===== config.mk =====
export PLATFORM = sky130hd
export DESIGN_NAME = srtp_index_replay_check_flat
export DESIGN_NICKNAME = d
export VERILOG_FILES = /design/src/rtl/srtp_irc_pkg.sv /design/src/rtl/srtp_irc_ifs.sv /design/src/rtl/srtp_index_replay_check.sv /design/src/rtl/srtp_irc_front.sv /design/src/rtl/srtp_irc_queue.sv /design/src/flat_wrapper.sv
export SDC_FILE = /design/constraint.sdc
export NUM_CORES = 1
export LEC_CHECK = 0
export BUFFER_PORTS_ARGS = -buffer_cell sky130_fd_sc_hd__clkbuf_2
export CAP_MARGIN = 25
export CORE_MARGIN = 1.5
export CORE_UTILIZATION = 40
export CTS_CLUSTER_DIAMETER = 200
export DETAILED_ROUTE_END_ITERATION = 7
export GPL_TIMING_DRIVEN = 1
export PLACE_DENSITY_LB_ADDON = 0.08
export SLEW_MARGIN = 10
export SYNTH_ARGS = -nofsm -noshare
export SYNTH_HDL_FRONTEND = slang
export SYNTH_SLANG_ARGS = --single-unit

===== constraint.sdc =====
create_clock -name clock -period 11.4 [get_ports clock]
set_input_delay 1.14 -clock clock [delete_from_list [all_inputs] [get_ports clock]]
set_output_delay 1.14 -clock clock [all_outputs]
set_load 0.01 [all_outputs]

===== src/rtl/srtp_irc_pkg.sv =====
// Shared types and constants for the SRTP index estimation and replay check block.
package srtp_irc_pkg;

   // Field widths fixed by the packet format
   localparam int SEQ_W   = 16;
   localparam int ROC_W   = 32;
   localparam int INDEX_W = ROC_W + SEQ_W;
   localparam int DELTA_W = SEQ_W + 2;   // signed index distance, |delta| < 2^17
   localparam int AGE_W   = SEQ_W + 1;
   localparam int CSR_INDEX_W = 2;
   localparam int CSR_DATA_W  = 32;

   // Half of the sequence number range
   localparam logic [SEQ_W:0] HALF_RANGE = 17'd32768;

   // Operation codes
   localparam logic OP_CHECK  = 1'b0;
   localparam logic OP_COMMIT = 1'b1;

   // Verdict codes
   typedef logic [2:0] verdict_type;
   localparam verdict_type VERDICT_AHEAD       = 3'd0;
   localparam verdict_type VERDICT_UNSEEN      = 3'd1;
   localparam verdict_type VERDICT_REPLAYED    = 3'd2;
   localparam verdict_type VERDICT_TOO_OLD     = 3'd3;
   localparam verdict_type VERDICT_UNPROTECTED = 3'd4;

   // Configuration register indexes
   typedef logic [CSR_INDEX_W-1:0] csr_index_type;
   localparam csr_index_type CSR_SECURITY_OFF     = 2'd0;
   localparam csr_index_type CSR_INITIAL_ROLLOVER = 2'd1;
   localparam csr_index_type CSR_INITIAL_SEQUENCE = 2'd2;

   // One result word
   typedef struct packed {
      logic                 accepted;
      verdict_type          verdict;
      logic [INDEX_W-1:0]   estimated_index;
   } rsp_word_type;

   // Front to queue handoff
   typedef struct packed {
      logic         valid;
      rsp_word_type word;
   } push_type;

endpackage


===== src/rtl/srtp_irc_ifs.sv =====
// Channel interfaces: request, response and configuration write.
interface srtp_irc_req_if;
   logic                          valid;
   logic                          ready;
   logic                          operation;
   logic [srtp_irc_pkg::SEQ_W-1:0] sequence_number;

   modport source (output valid, output operation, output sequence_number, input ready);
   modport sink   (input valid, input operation, input sequence_number, output ready);
endinterface

interface srtp_irc_rsp_if;
   logic                            valid;
   logic                            ready;
   logic                            accepted;
   srtp_irc_pkg::verdict_type       verdict;
   logic [srtp_irc_pkg::INDEX_W-1:0] estimated_index;

   modport source (output valid, output accepted, output verdict, output estimated_index,
                   input ready);
   modport sink   (input valid, input accepted, input verdict, input estimated_index,
                   output ready);
endinterface

interface srtp_irc_csr_if;
   logic                                valid;
   logic                                ready;
   srtp_irc_pkg::csr_index_type         index;
   logic [srtp_irc_pkg::CSR_DATA_W-1:0] data;

   modport source (output valid, output index, output data, input ready);
   modport sink   (input valid, input index, input data, output ready);
endinterface


===== src/rtl/srtp_index_replay_check.sv =====
// Top level of the SRTP packet index estimation and replay check block.
//
// Request channel (req_bus): one word per RTP packet, carrying the 16-bit
// sequence number and an operation, check only or commit. Each word yields
// exactly one response word (rsp_bus): accepted flag, verdict and the 48-bit
// estimated packet index (guessed rollover counter over the sequence number).
// Commit words advance the rollover counter, highest sequence and the replay
// window of WINDOW_SIZE bits.
// The result of an accepted word is written into the queue and offered on
// rsp_bus from its registers. Throughput is one word per cycle while the queue
// has room; the rollover guess, window classification and window update are
// all combinational, so the next word sees the committed state.
// A two-word queue sits in front of the response port; when the receiver
// stalls it fills and req_bus.ready drops, and resumes as words drain.
// Configuration (csr_bus) is always ready: index 0 security off, 1 initial
// rollover (also clears the window), 2 initial highest sequence. Write it
// only while no request is in flight.
// Reset clears the tracking state, the window and the queue.
module srtp_index_replay_check #(
   parameter int WINDOW_SIZE = 64
) (
   input  logic             clock,
   input  logic             reset,
   srtp_irc_req_if.sink     req_bus,
   srtp_irc_rsp_if.source   rsp_bus,
   srtp_irc_csr_if.sink     csr_bus
);

   srtp_irc_pkg::push_type push;
   logic                   room;

   srtp_irc_front #(
      .WINDOW_SIZE (WINDOW_SIZE)
   ) u_front (
      .clock   (clock),
      .reset   (reset),
      .req_bus (req_bus),
      .csr_bus (csr_bus),
      .room    (room),
      .push    (push)
   );

   srtp_irc_queue u_queue (
      .clock   (clock),
      .reset   (reset),
      .push    (push),
      .room    (room),
      .rsp_bus (rsp_bus)
   );

endmodule


===== src/rtl/srtp_irc_front.sv =====
// Front end: rollover guess, window classification, tracking state and config writes.
module srtp_irc_front #(
   parameter int WINDOW_SIZE = 64
) (
   input  logic                    clock,
   input  logic                    reset,
   srtp_irc_req_if.sink            req_bus,
   srtp_irc_csr_if.sink            csr_bus,
   input  logic                    room,
   output srtp_irc_pkg::push_type  push
);

   localparam int IDX_W = (WINDOW_SIZE > 1) ? $clog2(WINDOW_SIZE) : 1;
   localparam logic signed [srtp_irc_pkg::DELTA_W-1:0] WIN_DELTA =
      srtp_irc_pkg::DELTA_W'(WINDOW_SIZE);
   localparam logic [srtp_irc_pkg::AGE_W-1:0] WIN_AGE = srtp_irc_pkg::AGE_W'(WINDOW_SIZE);
   localparam logic signed [srtp_irc_pkg::DELTA_W-1:0] WRAP =
      srtp_irc_pkg::DELTA_W'(65536);

   // Tracking state
   logic                                security_off_ff, security_off_in;
   logic [srtp_irc_pkg::ROC_W-1:0]      rollover_ff, rollover_in;
   logic [srtp_irc_pkg::SEQ_W-1:0]      highest_ff, highest_in;
   logic [WINDOW_SIZE-1:0]              seen_ff, seen_in;

   logic                                take;
   logic [srtp_irc_pkg::SEQ_W-1:0]      seq;
   logic signed [srtp_irc_pkg::DELTA_W-1:0] diff, delta;
   logic                                adj_down, adj_up;
   logic [srtp_irc_pkg::ROC_W-1:0]      guess;
   logic                                ahead, big_jump, in_window, hit;
   logic [srtp_irc_pkg::AGE_W-1:0]      age;
   logic [IDX_W-1:0]                    age_idx;
   srtp_irc_pkg::verdict_type           verdict;

   assign req_bus.ready = room;
   assign csr_bus.ready = 1'b1;
   assign take = req_bus.valid && room;
   assign seq  = req_bus.sequence_number;

   // Rollover guess by half-range comparison
   always_comb begin
      diff = $signed({2'b00, seq}) - $signed({2'b00, highest_ff});
      adj_down = 1'b0;
      adj_up   = 1'b0;
      if (!highest_ff[srtp_irc_pkg::SEQ_W-1]) begin
         adj_down = diff > $signed({1'b0, srtp_irc_pkg::HALF_RANGE});
      end else begin
         adj_up = {1'b0, highest_ff[srtp_irc_pkg::SEQ_W-2:0]} > seq;
      end
      if (adj_down) begin
         guess = rollover_ff - srtp_irc_pkg::ROC_W'(1);
         delta = diff - WRAP;
      end else if (adj_up) begin
         guess = rollover_ff + srtp_irc_pkg::ROC_W'(1);
         delta = diff + WRAP;
      end else begin
         guess = rollover_ff;
         delta = diff;
      end
   end

   // Classification against the window
   always_comb begin
      ahead     = !delta[srtp_irc_pkg::DELTA_W-1] && (delta != '0);
      big_jump  = delta >= WIN_DELTA;
      age       = srtp_irc_pkg::AGE_W'(-delta);
      in_window = age < WIN_AGE;
      age_idx   = age[IDX_W-1:0];
      hit       = seen_ff[age_idx];
      priority if (security_off_ff) begin
         verdict = srtp_irc_pkg::VERDICT_UNPROTECTED;
      end else if (ahead) begin
         verdict = srtp_irc_pkg::VERDICT_AHEAD;
      end else if (!in_window) begin
         verdict = srtp_irc_pkg::VERDICT_TOO_OLD;
      end else if (hit) begin
         verdict = srtp_irc_pkg::VERDICT_REPLAYED;
      end else begin
         verdict = srtp_irc_pkg::VERDICT_UNSEEN;
      end
   end

   // Result word to the queue
   always_comb begin
      push.valid                = take;
      push.word.verdict         = verdict;
      push.word.accepted        = (verdict != srtp_irc_pkg::VERDICT_REPLAYED) &&
                                  (verdict != srtp_irc_pkg::VERDICT_TOO_OLD);
      push.word.estimated_index = {guess, seq};
   end

   // Next state: config writes, then commits
   always_comb begin
      security_off_in = security_off_ff;
      rollover_in     = rollover_ff;
      highest_in      = highest_ff;
      seen_in         = seen_ff;
      if (csr_bus.valid) begin
         unique case (csr_bus.index)
            srtp_irc_pkg::CSR_SECURITY_OFF: begin
               security_off_in = csr_bus.data[0];
            end
            srtp_irc_pkg::CSR_INITIAL_ROLLOVER: begin
               rollover_in = csr_bus.data;
               seen_in     = '0;
            end
            srtp_irc_pkg::CSR_INITIAL_SEQUENCE: begin
               highest_in = csr_bus.data[srtp_irc_pkg::SEQ_W-1:0];
            end
            default: begin
            end
         endcase
      end else if (take && (req_bus.operation == srtp_irc_pkg::OP_COMMIT)) begin
         if (ahead) begin
            if (big_jump) begin
               seen_in = WINDOW_SIZE'(1);
            end else begin
               seen_in = (seen_ff << delta[IDX_W-1:0]) | WINDOW_SIZE'(1);
            end
            rollover_in = guess;
            highest_in  = seq;
         end else if (in_window) begin
            seen_in = seen_ff | (WINDOW_SIZE'(1) << age_idx);
         end
      end
   end

   always_ff @(posedge clock) begin
      if (reset) begin
         security_off_ff <= 1'b0;
         rollover_ff     <= '0;
         highest_ff      <= '0;
         seen_ff         <= '0;
      end else begin
         security_off_ff <= security_off_in;
         rollover_ff     <= rollover_in;
         highest_ff      <= highest_in;
         seen_ff         <= seen_in;
      end
   end

endmodule


===== src/rtl/srtp_irc_queue.sv =====
// Back end: two-word result queue driving the registered response channel.
module srtp_irc_queue (
   input  logic                    clock,
   input  logic                    reset,
   input  srtp_irc_pkg::push_type  push,
   output logic                    room,
   srtp_irc_rsp_if.source          rsp_bus
);

   srtp_irc_pkg::rsp_word_type entry_ff [2];
   logic       wr_ptr_ff, wr_ptr_in;
   logic       rd_ptr_ff, rd_ptr_in;
   logic [1:0] count_ff, count_in;
   logic       pop;
   srtp_irc_pkg::rsp_word_type head;

   assign room = count_ff != 2'd2;
   assign pop  = rsp_bus.valid && rsp_bus.ready;
   assign head = entry_ff[rd_ptr_ff];

   assign rsp_bus.valid           = count_ff != 2'd0;
   assign rsp_bus.accepted        = head.accepted;
   assign rsp_bus.verdict         = head.verdict;
   assign rsp_bus.estimated_index = head.estimated_index;

   // Pointer and fill count update
   always_comb begin
      wr_ptr_in = wr_ptr_ff ^ push.valid;
      rd_ptr_in = rd_ptr_ff ^ pop;
      count_in  = count_ff + {1'b0, push.valid} - {1'b0, pop};
   end

   always_ff @(posedge clock) begin
      if (reset) begin
         wr_ptr_ff <= 1'b0;
         rd_ptr_ff <= 1'b0;
         count_ff  <= 2'd0;
      end else begin
         wr_ptr_ff <= wr_ptr_in;
         rd_ptr_ff <= rd_ptr_in;
         count_ff  <= count_in;
      end
   end

   // Storage
   always_ff @(posedge clock) begin
      if (push.valid) begin
         entry_ff[wr_ptr_ff] <= push.word;
      end
   end

endmodule

===== src/flat_wrapper.sv =====
// flat-port wrapper written by rule: the top's interface ports become plain ports
module srtp_index_replay_check_flat 
#(
   parameter int WINDOW_SIZE = 64
)
  (clock, reset, req_bus_valid, req_bus_operation, req_bus_sequence_number, req_bus_ready, rsp_bus_valid, rsp_bus_accepted, rsp_bus_verdict, rsp_bus_estimated_index, rsp_bus_ready, csr_bus_valid, csr_bus_index, csr_bus_data, csr_bus_ready);
  srtp_irc_req_if req_bus_i ();
  srtp_irc_rsp_if rsp_bus_i ();
  srtp_irc_csr_if csr_bus_i ();
  input  logic clock;
  input  logic reset;
  input wire logic [$bits(req_bus_i.valid)-1:0] req_bus_valid;
  input wire logic [$bits(req_bus_i.operation)-1:0] req_bus_operation;
  input wire logic [$bits(req_bus_i.sequence_number)-1:0] req_bus_sequence_number;
  output wire logic [$bits(req_bus_i.ready)-1:0] req_bus_ready;
  output wire logic [$bits(rsp_bus_i.valid)-1:0] rsp_bus_valid;
  output wire logic [$bits(rsp_bus_i.accepted)-1:0] rsp_bus_accepted;
  output wire logic [$bits(rsp_bus_i.verdict)-1:0] rsp_bus_verdict;
  output wire logic [$bits(rsp_bus_i.estimated_index)-1:0] rsp_bus_estimated_index;
  input wire logic [$bits(rsp_bus_i.ready)-1:0] rsp_bus_ready;
  input wire logic [$bits(csr_bus_i.valid)-1:0] csr_bus_valid;
  input wire logic [$bits(csr_bus_i.index)-1:0] csr_bus_index;
  input wire logic [$bits(csr_bus_i.data)-1:0] csr_bus_data;
  output wire logic [$bits(csr_bus_i.ready)-1:0] csr_bus_ready;
  assign req_bus_i.valid = req_bus_valid;
  assign req_bus_i.operation = req_bus_operation;
  assign req_bus_i.sequence_number = req_bus_sequence_number;
  assign req_bus_ready = req_bus_i.ready;
  assign rsp_bus_valid = rsp_bus_i.valid;
  assign rsp_bus_accepted = rsp_bus_i.accepted;
  assign rsp_bus_verdict = rsp_bus_i.verdict;
  assign rsp_bus_estimated_index = rsp_bus_i.estimated_index;
  assign rsp_bus_i.ready = rsp_bus_ready;
  assign csr_bus_i.valid = csr_bus_valid;
  assign csr_bus_i.index = csr_bus_index;
  assign csr_bus_i.data = csr_bus_data;
  assign csr_bus_ready = csr_bus_i.ready;
  srtp_index_replay_check #(.WINDOW_SIZE(WINDOW_SIZE)) u_core (.clock(clock), .reset(reset), .req_bus(req_bus_i), .rsp_bus(rsp_bus_i), .csr_bus(csr_bus_i));
endmodule

==> results of run 1 <==
-- final timing paths --
kind	start	to	depth (start not counted)
max	req_bus_sequence_number[0]	u_core.u_front.seen_ff[32]	16
min	u_core.u_front.rollover_ff[1]	u_core.u_front.rollover_ff[1]	2
max reg2reg	u_core.u_front.highest_ff[0]	u_core.u_front.seen_ff[32]	14
min reg2reg	u_core.u_front.rollover_ff[1]	u_core.u_front.rollover_ff[1]	2
-- worst max-delay path, stage by stage --
cell and delay (ns):
sky130_fd_sc_hd__clkbuf_2 0.17, sky130_fd_sc_hd__inv_1 0.09, sky130_fd_sc_hd__ha_4 0.17, sky130_fd_sc_hd__fa_2 0.53, sky130_fd_sc_hd__buf_4 0.63, sky130_fd_sc_hd__inv_1 0.42
sky130_fd_sc_hd__nor3_1 0.71, sky130_fd_sc_hd__o2111ai_1 0.37, sky130_fd_sc_hd__nor4_1 0.33, sky130_fd_sc_hd__and3_1 0.20, sky130_fd_sc_hd__o21ai_1 0.09, sky130_fd_sc_hd__a2111oi_2 0.53
sky130_fd_sc_hd__a21o_1 0.20, sky130_fd_sc_hd__buf_4 0.43, sky130_fd_sc_hd__nand2_1 0.59, sky130_fd_sc_hd__o41ai_1 0.51
-- state kept, by name, summed over array words and instances, names as in the netlist --
register                        flops
u_core.u_queue.entry_ff           104
u_core.u_queue.rd_ptr_ff            1
u_core.u_front.security_off_ff      1
u_core.u_queue.wr_ptr_ff            1
u_core.u_front.rollover_ff         32
u_core.u_queue.count_ff             2
u_core.u_front.highest_ff          16
u_core.u_front.seen_ff             64
-- layer usage --
layer / part of all wire [%] / wire (um) / up-vias / global-route usage [%]
met3: 6.1 / 3660 / 127 / 3.50
met1: 43 / 25500 / 7775 / 35.1
met4: 3.9 / 2320 / 0 / 9.82
met5: 0 / 0 / - / 0
li1: - / - / 7391 / -
met2: 47 / 28300 / 588 / 45.1
-- stage by stage --
stage	cells	instance area [um^2]	total power [W]	setup slack (ns)
2_1_floorplan	1953	17100	0.00189	6.20
5_1_grt	2522	19000	0.00333	4.12
3_5_place_dp	2474	18100	0.00231	4.21
6_report	2522	19000	0.00318	4.67
3_3_place_gp	2473	18100	0.00230	4.47
4_1_cts	2521	19000	0.00319	4.79
-- power groups by stage --
| stage | Combinational (W) | Sequential, W | Clock, W |
|---|---|---|---|
| floorplan | 0.000901 | 0.000993 | 0 |
| global placement | 0.00130 | 0.00101 | 0 |
| detailed placement | 0.00130 | 0.00101 | 0 |
| CTS | 0.00131 | 0.000994 | 0.000888 |
| global route | 0.00142 | 0.00100 | 0.000911 |
| finish | 0.00132 | 0.000994 | 0.000865 |
-- cells in the final DEF, fill, tap and decap left out, types with 9 or more instances in the layout --
master / n
sky130_fd_sc_hd__nand4_1: 62
sky130_fd_sc_hd__and2_1: 23
sky130_fd_sc_hd__a311oi_1: 11
sky130_fd_sc_hd__mux2i_1: 105
sky130_fd_sc_hd__a31oi_1: 62
sky130_fd_sc_hd__nand3_1: 47
sky130_fd_sc_hd__nor3_1: 25
sky130_fd_sc_hd__o21ai_1: 36
sky130_fd_sc_hd__o211ai_1: 19
sky130_fd_sc_hd__a21o_1: 11
sky130_fd_sc_hd__inv_1: 62
sky130_fd_sc_hd__and3_1: 23
sky130_fd_sc_hd__o31ai_1: 13
sky130_fd_sc_hd__a21oi_1: 126
sky130_fd_sc_hd__mux2_2: 63
sky130_fd_sc_hd__nor2_1: 145
sky130_fd_sc_hd__nor2b_1: 14
sky130_fd_sc_hd__dfxtp_1: 116
sky130_fd_sc_hd__o22ai_1: 39
sky130_fd_sc_hd__buf_4: 38
sky130_fd_sc_hd__a22o_1: 11
sky130_fd_sc_hd__edfxtp_1: 104
sky130_fd_sc_hd__mux4_2: 68
sky130_fd_sc_hd__o311ai_0: 10
sky130_fd_sc_hd__clkbuf_2: 109
sky130_fd_sc_hd__ha_1: 40
sky130_fd_sc_hd__o21ai_0: 85
sky130_fd_sc_hd__a211oi_1: 32
sky130_fd_sc_hd__xnor2_1: 20
sky130_fd_sc_hd__and4_1: 9
sky130_fd_sc_hd__xor2_1: 20
sky130_fd_sc_hd__or3_1: 9
sky130_fd_sc_hd__clkbuf_16: 26
sky130_fd_sc_hd__nand2_1: 234
-- logic make-up (layout without fill, tap and decap cells) --
kind of cell,count (synthesis),in the layout,synth area share [%]
flip-flops,221,221,31.9
AND/OR/NAND/NOR,632,632,17.5
multiplexers,236,236,19.2
buffers and inverters,228,258,5.13
XOR/XNOR,47,47,2.41
other,1,1,0.0219
AO/OA/AOI/OAI,544,544,20.5
adder cells (fa/ha/maj),44,44,3.26
-- cell type report --
| type | instances | area [um^2] |
|---|---|---|
| Tap cell | 539 | 674 |
| Clock inverter | 16 | 193 |
| Inverter | 64 | 240 |
| Multi-Input combinational cell | 1504 | 10900 |
| Sequential cell | 221 | 5470 |
| Fill cell | 4237 | 23100 |
| Timing Repair Buffer | 147 | 831 |
| Clock buffer | 31 | 679 |
==> flow_metrics.tcl, run 1 <==
set metrics [dict create \
    horizontal_die_dimension_um 210 \
    timing.setup.critical_path_class "in2reg" \
    remaining_drc_errors 0 \
    yosysUniqueCellTypes 86 \
    grt_setup_unrepaired "false" \
    synthesis.area_per_instance_um2 8.76 \
    hpwl_mm 42.6 \
    cts_resized 0 \
    maxClockFrequency_mhz 149 \
    p_sw_share_pct 39.9 \
    clock-root-buffer "sky130_fd_sc_hd__clkbuf_16" \
    synth.top_cells.by_count "234 x sky130_fd_sc_hd__nand2_1, 149 x sky130_fd_sc_hd__nor2_1, 133 x sky130_fd_sc_hd__clkbuf_1" \
    floorplan.die.height_um 210 \
    floorplan.die_area_mm2 0.0440 \
    post-synth-top-count-cell "sky130_fd_sc_hd__nand2_1" \
    cts_clk_pin_slew_worst_paths_ns 0.06 \
    timing.critical_path.fanout_max 66 \
    count_of_state_elements_after_synthesis 221 \
    maximum_number_of_pins_on_one_net_before_global_route_repair 70 \
    synth-async-reset-ratio_pct 0 \
    finish.net_count 2064 \
    report.final.hold_viol_count 0 \
    crit_path_start_kind "input pin" \
    ys_warn_count 0 \
    crit_required_ns 11.86 \
    detail_route.wl_per_cell_um 23.7 \
    layout_min_cycle_time_ns 6.73 \
    vias 15900 \
    clock_latency_ns 0.57 \
    cts_setup_buffers 0 \
    cp.arrival_ns 7.19 \
    fin_setup_tns_ns 0 \
    setup_viols_final 0 \
    run_status "complete, no violations" \
    grt_usage_pct 26.8 \
    clock_tree_from_tritoncts "yes" \
    hold_ws_ns 0.495 \
    count_of_hold_buffers_inserted_by_post_cts_repair 0 \
    floorplan.rows 75 \
    reg2reg_setup_slack_ns 5.17 \
    first_global_vias 15300 \
    post_synth_main_area_contributors "sky130_fd_sc_hd__edfxtp_1 18%, sky130_fd_sc_hd__dfxtp_1 14%, sky130_fd_sc_hd__mux4_2 9.0%, sky130_fd_sc_hd__mux2i_1 6.1%, sky130_fd_sc_hd__nand2_1 5.1%" \
    fin_crit_sh_pct 59.0 \
    syn_to_final_growth_pct 10.9 \
    power.clock.fraction_pct 27.2 \
    drt_pre_antenna_iters 5 \
    core-area_mm2 0.0420 \
    diodes 0 \
    final_skew_ns 0.0323 \
    grt_pass1_wl_mm 92.1 \
    hold_class "reg2reg" \
    netlist_instances 1953 \
    htree_levels 1 \
    synth.largest_area_cell "sky130_fd_sc_hd__edfxtp_1" \
    worstMarginPinSlew_ns 1.14 \
    combPwrFrac_pct 41.6 \
    num_io_pins 111 \
    sequentialPowerShare_pct 31.2 \
    p_switching_w 0.00127 \
    grt_antenna_before_repair 0 \
    internal_power_w 0.00191 \
    drt.antenna.violating_nets 0 \
    drive_gt1_share_pct 18.3 \
    synth-seq-area-share_pct 31.9 \
    gp_congestion 0.948 \
    type_of_element_capturing_the_critical_path "flop" \
    drv.max_cap_violation_count 0 \
    cts_buffers 26 \
    viasPerCell 6.30 \
    peakVddDrop_mv 0.103 \
    globalRoute.totalOverflow 0 \
    leakage_nw 7.00 \
    area_fraction_of_the_dominant_cell_type_after_synthesis_pct 18.3 \
    timing.max_slew.rel_slack_pct 24.1 \
    synth_enable_flop_cells 104 \
    synth.net_count 2053 \
    drt-total-wl_mm 59.7 \
    drt_iter0_drc 1685 \
    place.port_buffers 109 \
    power_per_cell_area_mw_per_mm2 168 \
    final_util_pct 45.1 \
    clock_path_buffers 3 \
    mappedNetlistArea_mm2 0.0171 \
    finalMaxSlewViolations 0 \
    postSynth.topFlopCell "sky130_fd_sc_hd__dfxtp_1" \
    initial_utilization_pct 40.7 \
    cts_sinks 221 \
]
Note: power is estimated with default switching activity, not from simulation.
==> inputs of run 2 (changes only) <==
ABC_AREA = 1   (was not set)
clock period = 5.8 ns   (was 11.4 ns; I/O delays follow)
==> run 2 against run 1 <==
Worst setup slack got worse by 3.7 ns. Clock-buffer cell count increased by 1. Global-route usage increased by 3.7 points. Combinational power increased to 2.8 times the previous value. Clock power increased by 84%. Synthesized cell count increased by 49%. First-iteration DRC count increased by 3.1%. Largest power group unchanged.
==> flow_metrics.tcl, run 2 <==
set metrics [dict create \
    run_status "complete, no violations" \
    largest_reg_by_ff_count "u_core.u_queue.entry_ff" \
    clock_tree_from_tritoncts "yes" \
    timing.max_slew.rel_slack_pct 25.9 \
    peakVddDrop_mv 0.194 \
    maxClockFrequency_mhz 209 \
    holdCritStartpoint "req_bus_sequence_number[14]" \
    most_common_cell_after_layout_fill_and_taps_aside "sky130_fd_sc_hd__nand2_1" \
    initial_utilization_pct 40.4 \
    ys_warn_count 0 \
    worst_setup_path_startpoint "u_core.u_front.highest_ff[0]" \
    count_of_state_elements_after_synthesis 221 \
    clock_latency_ns 0.54 \
    fin_ws_ns 1.01 \
    largest_register_ffs 104 \
    largest_registers "u_core.u_queue.entry_ff x104, u_core.u_front.seen_ff x64, u_core.u_front.rollover_ff x32" \
    setup_viols_final 0 \
    synth.largest_area_cell "sky130_fd_sc_hd__nand2_1" \
    horizontal_die_dimension_um 217 \
    dpl_worst_slack_ns 0.608 \
    first_global_vias 18200 \
    postSynth.topFlopCell "sky130_fd_sc_hd__dfxtp_1" \
    num_io_pins 111 \
    finish.net_count 2983 \
    htree_levels 1 \
    hpwl_mm 53.8 \
    area_fraction_of_the_dominant_cell_type_after_synthesis_pct 19.9 \
    cts_setup_buffers 0 \
    critical_path.slowest_cell "sky130_fd_sc_hd__ha_1" \
    clock_path_buffers 3 \
    final_skew_ns 0.00961 \
    syn_to_final_growth_pct 8.50 \
    postPlaceCellArea_mm2 0.0190 \
    power_per_cell_area_mw_per_mm2 373 \
    final_cell_mix "966 x sky130_fd_sc_hd__nand2_1, 315 x sky130_fd_sc_hd__o21ai_0, 219 x sky130_fd_sc_hd__nor2_1, 219 x sky130_fd_sc_hd__a21oi_1, 190 x sky130_fd_sc_hd__inv_1" \
    grt_setup_unrepaired "false" \
    cp.arrival_ns 5.08 \
    worst_r2r_startpoint "u_core.u_front.highest_ff[0]" \
    synth.top_cells.by_count "966 x sky130_fd_sc_hd__nand2_1, 315 x sky130_fd_sc_hd__o21ai_0, 219 x sky130_fd_sc_hd__a21oi_1, 219 x sky130_fd_sc_hd__nor2_1, 193 x sky130_fd_sc_hd__inv_1" \
    cts_buffers 25 \
    grt_usage_pct 30.5 \
    drv.max_cap_violation_count 0 \
    cts_clk_pin_slew_worst_paths_ns 0.06 \
    finalMaxSlewViolations 0 \
    netlist_instances 2916 \
    synthesis.area_per_instance_um2 6.26 \
    type_of_element_capturing_the_critical_path "flop" \
    finalInstanceArea_mm2 0.0198 \
    report.final.hold_viol_count 0 \
    yosysUniqueCellTypes 57 \
    floorplan.die.height_um 217 \
    mappedNetlistArea_mm2 0.0183 \
    critical_path.cell_chain "ha_4 -> fa_2 -> inv_2 -> ha_1 -> inv_1 -> o21ai_0 -> nor2_1 -> o32ai_1 -> o21ai_0 -> o21ai_0 -> nand4_1 -> nand2_1 -> inv_1" \
    count_of_hold_buffers_inserted_by_post_cts_repair 0 \
    leakage_nw 8.29 \
    diodes 0 \
    drt.antenna.violating_nets 0 \
    synth-seq-area-share_pct 29.9 \
    timing.critical_path.fanout_max 19 \
    globalRoute.totalOverflow 0 \
    synth.net_count 3016 \
    clock-root-buffer "sky130_fd_sc_hd__clkbuf_16" \
    crit_path_start_kind "flop" \
    hold_ws_ns 0.269 \
    post-synth-top-count-cell "sky130_fd_sc_hd__nand2_1" \
    worstMarginPinSlew_ns 1.10 \
    vias 19500 \
    remaining_drc_errors 0 \
    count_of_fill_cells_added_during_filler_insertion 4884 \
    floorplan.rows 78 \
    timing.setup.critical_path_class "reg2reg" \
    crit_path_max_incr_delay_ns 0.79 \
    cts_resized 0 \
    viasPerCell 5.58 \
    place.port_buffers 109 \
    detail_route.wl_per_cell_um 20.7 \
    layout_min_cycle_time_ns 4.79 \
    synth-async-reset-ratio_pct 0 \
    post_synth_main_area_contributors "sky130_fd_sc_hd__nand2_1 20%, sky130_fd_sc_hd__edfxtp_1 17%, sky130_fd_sc_hd__dfxtp_1 13%, sky130_fd_sc_hd__o21ai_0 8.6%, sky130_fd_sc_hd__a21oi_1 6.0%" \
    cts_sinks 221 \
    drt-total-wl_mm 72.6 \
    drt_pre_antenna_iters 6 \
    drive_gt1_share_pct 9.20 \
    grt_antenna_before_repair 0 \
    floorplan.die_area_mm2 0.0469 \
    drt_iter0_drc 1738 \
    hold_class "in2reg" \
    fin_setup_tns_ns 0 \
    crit_required_ns 6.09 \
    grt_pass1_wl_mm 110 \
    cpMostUsedCell "sky130_fd_sc_hd__o21ai_0" \
    gp_congestion 0.982 \
    fin_crit_sh_pct 82.6 \
    maximum_number_of_pins_on_one_net_before_global_route_repair 78 \
    synth_enable_flop_cells 104 \
    core-area_mm2 0.0452 \
]
-- run 2: cell families (layout without fill, tap and decap cells) --
family	Yosys count	after routing	share of synthesized area (%)
and+or+nand+nor	1528	1528	35.3
other	1	1	0.0205
buffers and inverters	415	401	9.17
AOI/OAI and AO/OA	625	625	18.4
adders and majority gates	44	44	3.06
muxes	29	29	1.59
xor gates and xnor gates	53	53	2.54
DFF	221	221	29.9
-- run 2: final cells by class --
| type | instances | area, um^2 | area share [%] |
|---|---|---|---|
| Clock buffer | 32 | 682 | 3.44 |
| Clock inverter | 14 | 131 | 0.663 |
| Inverter | 209 | 787 | 3.97 |
| Multi-Input combinational cell | 2280 | 11200 | 56.3 |
| Sequential cell | 221 | 5470 | 27.6 |
| Tap cell | 600 | 751 | 3.79 |
| Timing Repair Buffer | 146 | 846 | 4.27 |
-- run 2: path summary, 6_finish.rpt --
kind	to	slack, ns	cells past startpoint
worst min register to register	u_core.u_queue.count_ff[1]	0.48	1
worst max register to register	u_core.u_queue.entry_ff[1][49]	1.01	13
worst min-delay path	u_core.u_queue.entry_ff[1][14]	0.27	1
worst max-delay path	u_core.u_queue.entry_ff[1][49]	1.01	13
-- run 2: stage by stage --
stage / cells / utilization, % / total power (W)
after global placement: 3454 / 42.0 / 0.00578
final: 3502 / 43.9 / 0.00740
after floorplan: 2916 / - / 0.00458
after global routing: 3502 / 43.9 / 0.00789
after CTS: 3500 / 43.8 / 0.00738
after detailed placement: 3454 / 42.0 / 0.00578
-- run 2: power by group --
group	internal [W]	total [W]	switching (W)
sequential	0.00193	0.00205	0.000128
combinational	0.00102	0.00376	0.00274
clock	0.000922	0.00159	0.000664
total	0.00387	0.00740	0.00353
-- run 2: worst max-delay path: cells and delay by family (launching register included) --
family / cells / cell delay [ns]
adders and majority gates: 3 / 1.56
AOI/OAI and AO/OA: 4 / 1.47
buffers and inverters: 3 / 0.64
and+or+nand+nor: 3 / 0.52
DFF: 1 / 0.33
-- run 2: layer usage --
metal	GRT usage, %	wire length [um]	part of all wire (%)
met5	0	0	0
met4	20.5	5610	7.7
met3	2.44	3180	4.4
met2	51.1	33900	47
met1	37.3	29900	41
==> inputs of run 3 (changes only) <==
clock period = 3.91 ns   (was 5.8 ns; I/O delays follow)
==> run 3 against run 2 <==
Final area increased by 6.7%. Flip-flop and latch count is the same. Wire length up 3.2%. Clock-buffer cell count is 2 lower. First-iteration DRC count decreased by 4.5%. Largest cell class unchanged.
==> flow_metrics.tcl, run 3 (synthesis results as in run 2) <==
set metrics [dict create \
    final_cell_mix "966 x sky130_fd_sc_hd__nand2_1, 314 x sky130_fd_sc_hd__o21ai_0, 219 x sky130_fd_sc_hd__nor2_1, 219 x sky130_fd_sc_hd__a21oi_1, 190 x sky130_fd_sc_hd__inv_1" \
    grt_antenna_before_repair 0 \
    leakage_nw 9.07 \
    drive_gt1_share_pct 13.5 \
    setup_viols_final 0 \
    drv.max_cap_violation_count 0 \
    drt_pre_antenna_iters 7 \
    p_total_w 0.0118 \
    viasPerCell 5.53 \
    fin_ws_ns 0.291 \
    final_skew_ns 0.0244 \
    crit_path_max_incr_delay_ns 0.62 \
    diodes 0 \
    clock_path_buffers 3 \
    peakVddDrop_mv 0.363 \
    horizontal_die_dimension_um 217 \
    fin_crit_sh_pct 92.6 \
    largest_register_ffs 104 \
    fin_setup_tns_ns 0 \
    cts_clk_pin_slew_worst_paths_ns 0.06 \
    drt_iter0_drc 1659 \
    timing.max_slew.rel_slack_pct 38.1 \
    finalMaxSlewViolations 0 \
    maxClockFrequency_mhz 276 \
    syn_to_final_growth_pct 15.7 \
    timing.critical_path.fanout_max 9 \
    type_of_element_capturing_the_critical_path "flop" \
    count_of_fill_cells_added_during_filler_insertion 4811 \
    cts_setup_buffers 0 \
    grt_usage_pct 31.4 \
    floorplan.rows 78 \
    clock_tree_from_tritoncts "yes" \
    cts_buffers 27 \
    most_common_cell_after_layout_fill_and_taps_aside "sky130_fd_sc_hd__nand2_1" \
    report.final.hold_viol_count 0 \
    wl_met3_mm 3.52 \
    final_util_pct 46.8 \
    gp_congestion 0.972 \
    timing.setup.critical_path_class "reg2reg" \
    floorplan.die.height_um 217 \
    hpwl_mm 56.8 \
    layout_min_cycle_time_ns 3.62 \
    clock-root-buffer "sky130_fd_sc_hd__clkbuf_16" \
    vias 20200 \
    largest_reg_by_ff_count "u_core.u_queue.entry_ff" \
    run_status "complete, no violations" \
    largest_registers "u_core.u_queue.entry_ff x104, u_core.u_front.seen_ff x64, u_core.u_front.rollover_ff x32" \
    remaining_drc_errors 0 \
    drt.antenna.violating_nets 0 \
    place.port_buffers 109 \
    drt-total-wl_mm 74.9 \
    hold_class "in2reg" \
    cts_sinks 221 \
    clock_latency_ns 0.57 \
    cp.arrival_ns 3.94 \
    num_io_pins 111 \
    htree_levels 1 \
    floorplan.die_area_mm2 0.0469 \
    critical_path.cell_chain "ha_4 -> fa_2 -> inv_4 -> ha_1 -> inv_1 -> buf_4 -> nor3_1 -> o21ai_0 -> o311ai_0 -> o21ai_0 -> nor2_1 -> o21ai_1 -> nand4_1 -> nand2_1 -> inv_1" \
    crit_path_start_kind "flop" \
    dpl_worst_slack_ns -0.148 \
    power_per_cell_area_mw_per_mm2 558 \
    top_layer_used "met4" \
    drt-met1-wl_mm 30.4 \
    grt_setup_unrepaired "false" \
    met2_length_mm 35.0 \
    crit_required_ns 4.23 \
    core-area_mm2 0.0452 \
    initial_utilization_pct 40.4 \
    first_global_vias 19200 \
    globalRoute.totalOverflow 0 \
    worstMarginPinSlew_ns 0.919 \
    grt_pass1_wl_mm 113 \
    detail_route.wl_per_cell_um 20.5 \
    finish.net_count 3125 \
    maximum_number_of_pins_on_one_net_before_global_route_repair 65 \
    critical_path.slowest_cell "sky130_fd_sc_hd__fa_2" \
]
-- run 3: cell types whose count changed in the layout (fill, tap and decap cells not counted), sizes merged --
cell / delta
buf: +140
clkbuf: -2
clkinv: +2
clkinvlp: +1
inv: +3
-- run 3: path summary, 6_finish.rpt --
path / startpoint / slack (ns) / to / cells after the start
worst max register to register: u_core.u_front.highest_ff[0] / 0.29 / u_core.u_queue.entry_ff[1][49] / 15
worst max-delay path: u_core.u_front.highest_ff[0] / 0.29 / u_core.u_queue.entry_ff[1][49] / 15
worst min register to register: u_core.u_queue.count_ff[1] / 0.48 / u_core.u_queue.count_ff[1] / 1
worst min-delay path: req_bus_sequence_number[8] / 0.07 / u_core.u_queue.entry_ff[1][8] / 1
-- run 3: worst max-delay path: cells and delay by family, from the launching register on --
family / cells / cell delay, ns
fa+ha+maj: 3 / 1.12
buf+inv: 4 / 0.66
flops: 1 / 0.33
compound gates: 4 / 0.85
simple gates: 4 / 0.40
-- run 3: what timing repair did --
item	in CTS	in global routing
endpoints found under the setup margin	0	4
resized for setup	0	3
endpoints found under the hold margin	0	0
hold buffers	0	0
-- run 3: cell type report --
type / count / area (um^2) / share of cell area, %
clock buffer: 30 / 697 / 3.30
clock inverter: 20 / 181 / 0.858
inverter: 209 / 790 / 3.74
multi-input combinational: 2280 / 11200 / 52.8
sequential: 221 / 5470 / 25.9
tap: 600 / 751 / 3.55
timing repair buffer: 286 / 2100 / 9.94
-- run 3: stage by stage --
stage | hold slack (ns) | area, um^2 | cells
after detailed placement | 0.470 | 20200 | 3595
after global placement | 0.454 | 20200 | 3595
after CTS | 0.0455 | 21100 | 3645
after floorplan | 0.437 | 18300 | 2916
after global routing | 0.0578 | 21100 | 3646
final | 0.0681 | 21100 | 3646
-- run 3: where the power goes --
part / switching [W] / internal [W]
combinational: 0.00424 / 0.00201
clock: 0.00107 / 0.00143
sequential: 0.000188 / 0.00286
-- run 3: metal layers --
metal / global-route usage (%) / vias to the layer above
met2: 53.0 / 677
met5: 0 / -
met3: 3.05 / 190
met1: 37.6 / 9396
met4: 21.6 / 0
li1: - / 9898
